==> config.mk <==
export PLATFORM = sky130hd
export DESIGN_NAME = vvls_front
export DESIGN_NICKNAME = d
export VERILOG_FILES = /design/src/rtl/vvls_pkg.sv /design/src/rtl/vvls_front.sv
export SDC_FILE = /design/constraint.sdc
export NUM_CORES = 1
export LEC_CHECK = 0
export BUFFER_PORTS_ARGS = -buffer_cell sky130_fd_sc_hd__buf_2
export CAP_MARGIN = 10
export CORE_MARGIN = 2
export CORE_UTILIZATION = 50
export CTS_CLUSTER_DIAMETER = 40
export DETAILED_ROUTE_END_ITERATION = 6
export GPL_TIMING_DRIVEN = 0
export PLACE_DENSITY = 0.74
export SLEW_MARGIN = 40
export SYNTH_ARGS = -nofsm -noshare
export SYNTH_HDL_FRONTEND = slang
export SYNTH_SLANG_ARGS = --single-unit
==> constraint.sdc <==
create_clock -name clk -period 17.9 [get_ports clk]
set_input_delay 5.37 -clock clk [delete_from_list [all_inputs] [get_ports clk]]
set_output_delay 5.37 -clock clk [all_outputs]
set_load 0.01 [all_outputs]
==> src/rtl/vvls_pkg.sv <==
// shared types and constants for the light shader unit
// no dependencies
package vvls_pkg;
  localparam int LIGHT_SLOTS_DEF = 16;
  localparam int MAX_LIGHTS_RST = 5;
  localparam logic CMD_WRITE = 1'b0;
  localparam logic CMD_SHADE = 1'b1;

  typedef struct packed {
    logic               command;
    logic [4:0]         slot_or_count;
    logic signed [15:0] vec_x;
    logic signed [15:0] vec_y;
    logic signed [15:0] vec_z;
    logic signed [15:0] shift_toward_light;
    logic signed [15:0] lit_gain;
    logic signed [15:0] dark_gain;
    logic [12:0]        red;
    logic [12:0]        green;
    logic [12:0]        blue;
    logic [12:0]        flag_or_alpha;
  } cmd_t;

  typedef struct packed {
    logic  valid;
    cmd_t  cmd;
  } head_t;

  typedef struct packed {
    logic signed [15:0] dx;
    logic signed [15:0] dy;
    logic signed [15:0] dz;
    logic signed [15:0] off;
    logic signed [15:0] lit;
    logic signed [15:0] dark;
    logic [12:0]        r;
    logic [12:0]        g;
    logic [12:0]        b;
    logic               amb_flag;
  } light_t;
endpackage

==> src/rtl/vvls_front.sv <==
// request acceptance and two-entry command queue
// depends on vvls_pkg
module vvls_front (
  input  logic          clk,
  input  logic          rst,
  input  logic          start,
  input  vvls_pkg::cmd_t req,
  output logic          busy,
  output vvls_pkg::head_t head,
  input  logic          pop
);
  vvls_pkg::cmd_t q [2];
  logic       wp;
  logic       rp;
  logic [1:0] cnt;
  logic       push;
  logic       take;

  assign busy = (cnt == 2'd2);
  assign push = start && !busy;
  assign take = pop && (cnt != 2'd0);
  assign head.valid = (cnt != 2'd0);
  assign head.cmd = q[rp];

  always_ff @(posedge clk) begin
    if (push) begin
      q[wp] <= req;
    end
  end

  always_ff @(posedge clk) begin
    if (rst) begin
      wp <= 1'b0;
      rp <= 1'b0;
      cnt <= 2'd0;
    end else begin
      if (push) wp <= ~wp;
      if (take) rp <= ~rp;
      cnt <= cnt + 2'(push) - 2'(take);
    end
  end
endmodule

==> run summary <==
The critical path is of the flop to primary output type. The ratio of total power to cell area is approximately 140 nW/um^2. For this run the aggregate overflow at the end of global routing stands at 0. The iteration-0 DRC count of the detailed router came out at approximately 280.

The signal arrival time at the worst endpoint came out at approximately 1900 ps. The startpoint of the worst-slack reg-to-reg timing path is cnt[0]. The cell type of the slowest stage on the worst timing path is dfxtp_1.

The clock passes through at most 3 buffers. Setup repair after global routing left no endpoint under its margin. The worst hold path passes through 2 cells.

A synthesized cell averages about 23 um^2. The number of clock buffers added by TritonCTS is 37. The number of different library cells used by synthesis comes to 20. Headroom to the max-slew limit came out at 0.709. The hold violation total from the final report came out at 0. The sort of element at the end of the critical path is a primary output. The global placer's final weighted congestion came out at 0.747. The number of placement rows came out at 55. The period utilization is 0.404.

The pre-antenna-repair detailed-routing pass consisted of 4 iterations. The global-route wire length before repair is roughly 32 mm. By area the synthesized netlist is led by edfxtp_1 80%, mux2_2 9.1%, mux2_4 7.8%, dfxtp_1 0.86%, buf_6 0.78%.

314 I/O pins were placed. The setup violation total in the final timing report is 0. The average routed wire per standard cell is 18.5 um. The delay contributed by the slowest stage of the critical path is approximately 320 ps. The final number of max-transition violations is 0. The signal on the critical path passes through buf_6 > buf_6 > buf_6 > mux2_4 > buf_2. The transition time of the tightest slew-check pin came out at about 440 ps.

The post-layout instance area came out at 14800 um^2. Counting every net in the synthesized netlist gives between 600 and 700. The critical-path maximum fanout is 10. The max-cap check violation count came out at 0. The setup TNS is 0 ps. The number of setup buffers added after CTS came out at 0. The worst clock skew came out at around 23 ps.

The tree is rooted in a clkbuf_16. The main flop type after synthesis is edfxtp_1. TritonCTS built the clock tree.

The number of remaining DRC errors is 0. The floorplan step set the die height to about 160 um. The H-tree depth is 2. The initial core utilization came out at 0.510. Counting flops with an async set or reset pin after synthesis yields a share of 0.

The number of buffers inserted by hold repair at cts is 0. The largest net degree at the start of global routing is between 60 and 70. The setup slack of the most critical reg-to-reg path is between 15000 and 20000 ps. The post-cts repair resize count is 0. The post-detailed-routing wire length came out at roughly 22 mm. The clock sink total came out at roughly 310. The remaining antenna violation count after routing came out at 0.

The synthesized flop and latch total came out at 313. The gate count of the mapped netlist came out at ~510. The final layout contains between 1000 and 1500 nets. The clock latency on the worst-skew pair came out at 500 ps.

The share of synthesized area in the top cell type comes to 0.799. The number of antenna violations at the first check in global routing is 10. The area of placed instances is 13700 um^2. The core region is about 23000 um^2. From synthesis to final layout, the design area changed by 28.2%. The total global-route track usage is 0.174. Of the synthesized area, sequential elements account for 0.808.

The total via count in the routed design is around 5900. The synthesized netlist occupies a cell area of between 10000 and 15000 um^2. The tightest hold margin came out at roughly 500 ps.

Yosys mapped a number of flops with a built-in enable equal to about 310. The leakage power came out at 0.00574 uW. The clock slew at the register clock pins of the worst setup and hold paths came out at about 60 ps. The most frequent cell on the critical path is buf_6. The detailed-placement wirelength estimate came out at about 15 mm.

Dividing the detail-routed via count by the number of cells gives 5.00. The launch point of the worst hold path is wp. The logic depth of the worst register-to-register path is 5. The terminus of the critical flop-to-flop path is q[1][120].

The count of input and output buffers is between 300 and 400. The shortest clock period the worst path allows after layout is 7220 ps. The number of global-route vias before repair came out at ~6200.

The Yosys warning count is 0. The worst-case vdd ir drop came out at approximately 110 uV. The share of layout cells above drive strength 1 is 0.616. The maximum achievable frequency is 138 MHz. The die area came out at approximately 24000 um^2. The flow ran to the end, and the final reports show no timing, DRC or antenna violations. The width of the chip came out at roughly 160 um. The cell type contributing the most total cell area after synthesis is edfxtp_1.

The endpoint of the worst hold-timing path is wp. The worst setup path is launched from a flop. The required arrival time at the worst endpoint came out at around 13000 ps.

In this run the worst hold path is classified as flop to flop.
==> critical path: cells and delay by family, from the launching register on <==
family / cells / cell delay (ps)
buffers and inverters: 4 / 720
multiplexers: 1 / 310
flip-flops: 1 / 320
==> sequential cells by signal, summed over array words and instances (netlist names), named ones only <==
name	count
q	308
cnt	2
rp	1
wp	1
==> cells in the mapped netlist, drive strengths merged, types with 2 or more instances <==
library cell / instances
dfxtp: 5
ha: 2
mux2: 154
edfxtp: 308
xnor2: 2
nor2: 3
inv: 4
buf: 17
==> metrics by stage <==
step                       util  setup WS, ps  power, uW  instances
after detailed placement  0.601         10810       1450       1109
final                     0.653         10680       2120       1180
after global placement    0.594          6410       1450       1103
after floorplan               -          8410       1260        505
after CTS                 0.653         10600       2150       1174
after global routing      0.653         10560       2210       1178
==> layout make-up <==
class                      instances  area, um^2
buffer                            17         135
clock buffer                      42         987
inverter                           4        22.5
tap                              285         357
timing repair buffer             319        1710
clock inverter                    23         185
fill                            1583        7870
multi-input combinational        171        2080
sequential                       313        9350
antenna                            6        15.0
==> layout by cell type (no fill, tap or decap) <==
master,Yosys,layout
buf_6,8,8
dfxtp_1,5,5
buf_16,0,3
edfxtp_1,308,308
nor2_1,3,3
inv_8,0,2
buf_2,9,322
clkbuf_16,0,39
a21oi_1,1,1
and3_4,0,1
mux2_2,94,94
buf_12,0,3
xor2_1,1,1
clkbuf_1,0,3
xnor2_1,2,2
ha_1,2,2
o21a_1,1,1
bufinv_16,0,2
diode_2,0,6
inv_1,4,3
inv_6,0,2
nand2_1,1,1
nand2b_1,1,1
o21ai_0,1,1
clkinv_2,0,7
or3_1,1,1
nor2b_1,1,1
clkinv_4,0,4
mux2_4,60,60
clkinv_1,0,7
or2_2,1,1
==> metal layers <==
metal	wire length, um	track usage	up-vias
met5	44	0	-
met4	450	0.0564	6
met3	2190	0.0783	40
met2	11400	0.316	231
met1	7750	0.179	2877
li1	-	-	2741
==> cell families (layout without fill, tap and decap cells) <==
kind of cell	Yosys count	after routing	share of synthesized area
simple gates	9	9	0.00400
other cells	0	6	0
buf+inv	21	405	0.0130
xor+xnor	3	3	0.00227
compound gates	3	3	0.00151
flops	313	313	0.808
mux	154	154	0.169
fa+ha+maj	2	2	0.00216
==> worst max path at each step <==
stage           from   endpoint  slack, ps  cells after the start
6_report        flop  head[104]      10680                      5
2_1_floorplan  start    q[1][0]       8410                      1
5_1_grt         flop  head[105]      10560                      5
3_5_place_dp   start  q[1][121]      10810                      5
4_1_cts         flop  head[112]      10600                      5
3_3_place_gp   start  q[1][113]       6410                      2
==> power breakdown <==
group	internal [uW]	switching, uW	total (uW)	leakage [uW]
combinational	243	253	496	0.00224
sequential	909	19.1	928	0.00292
clock	427	273	700	0.000582
Power figures use the tool's default switching activity.
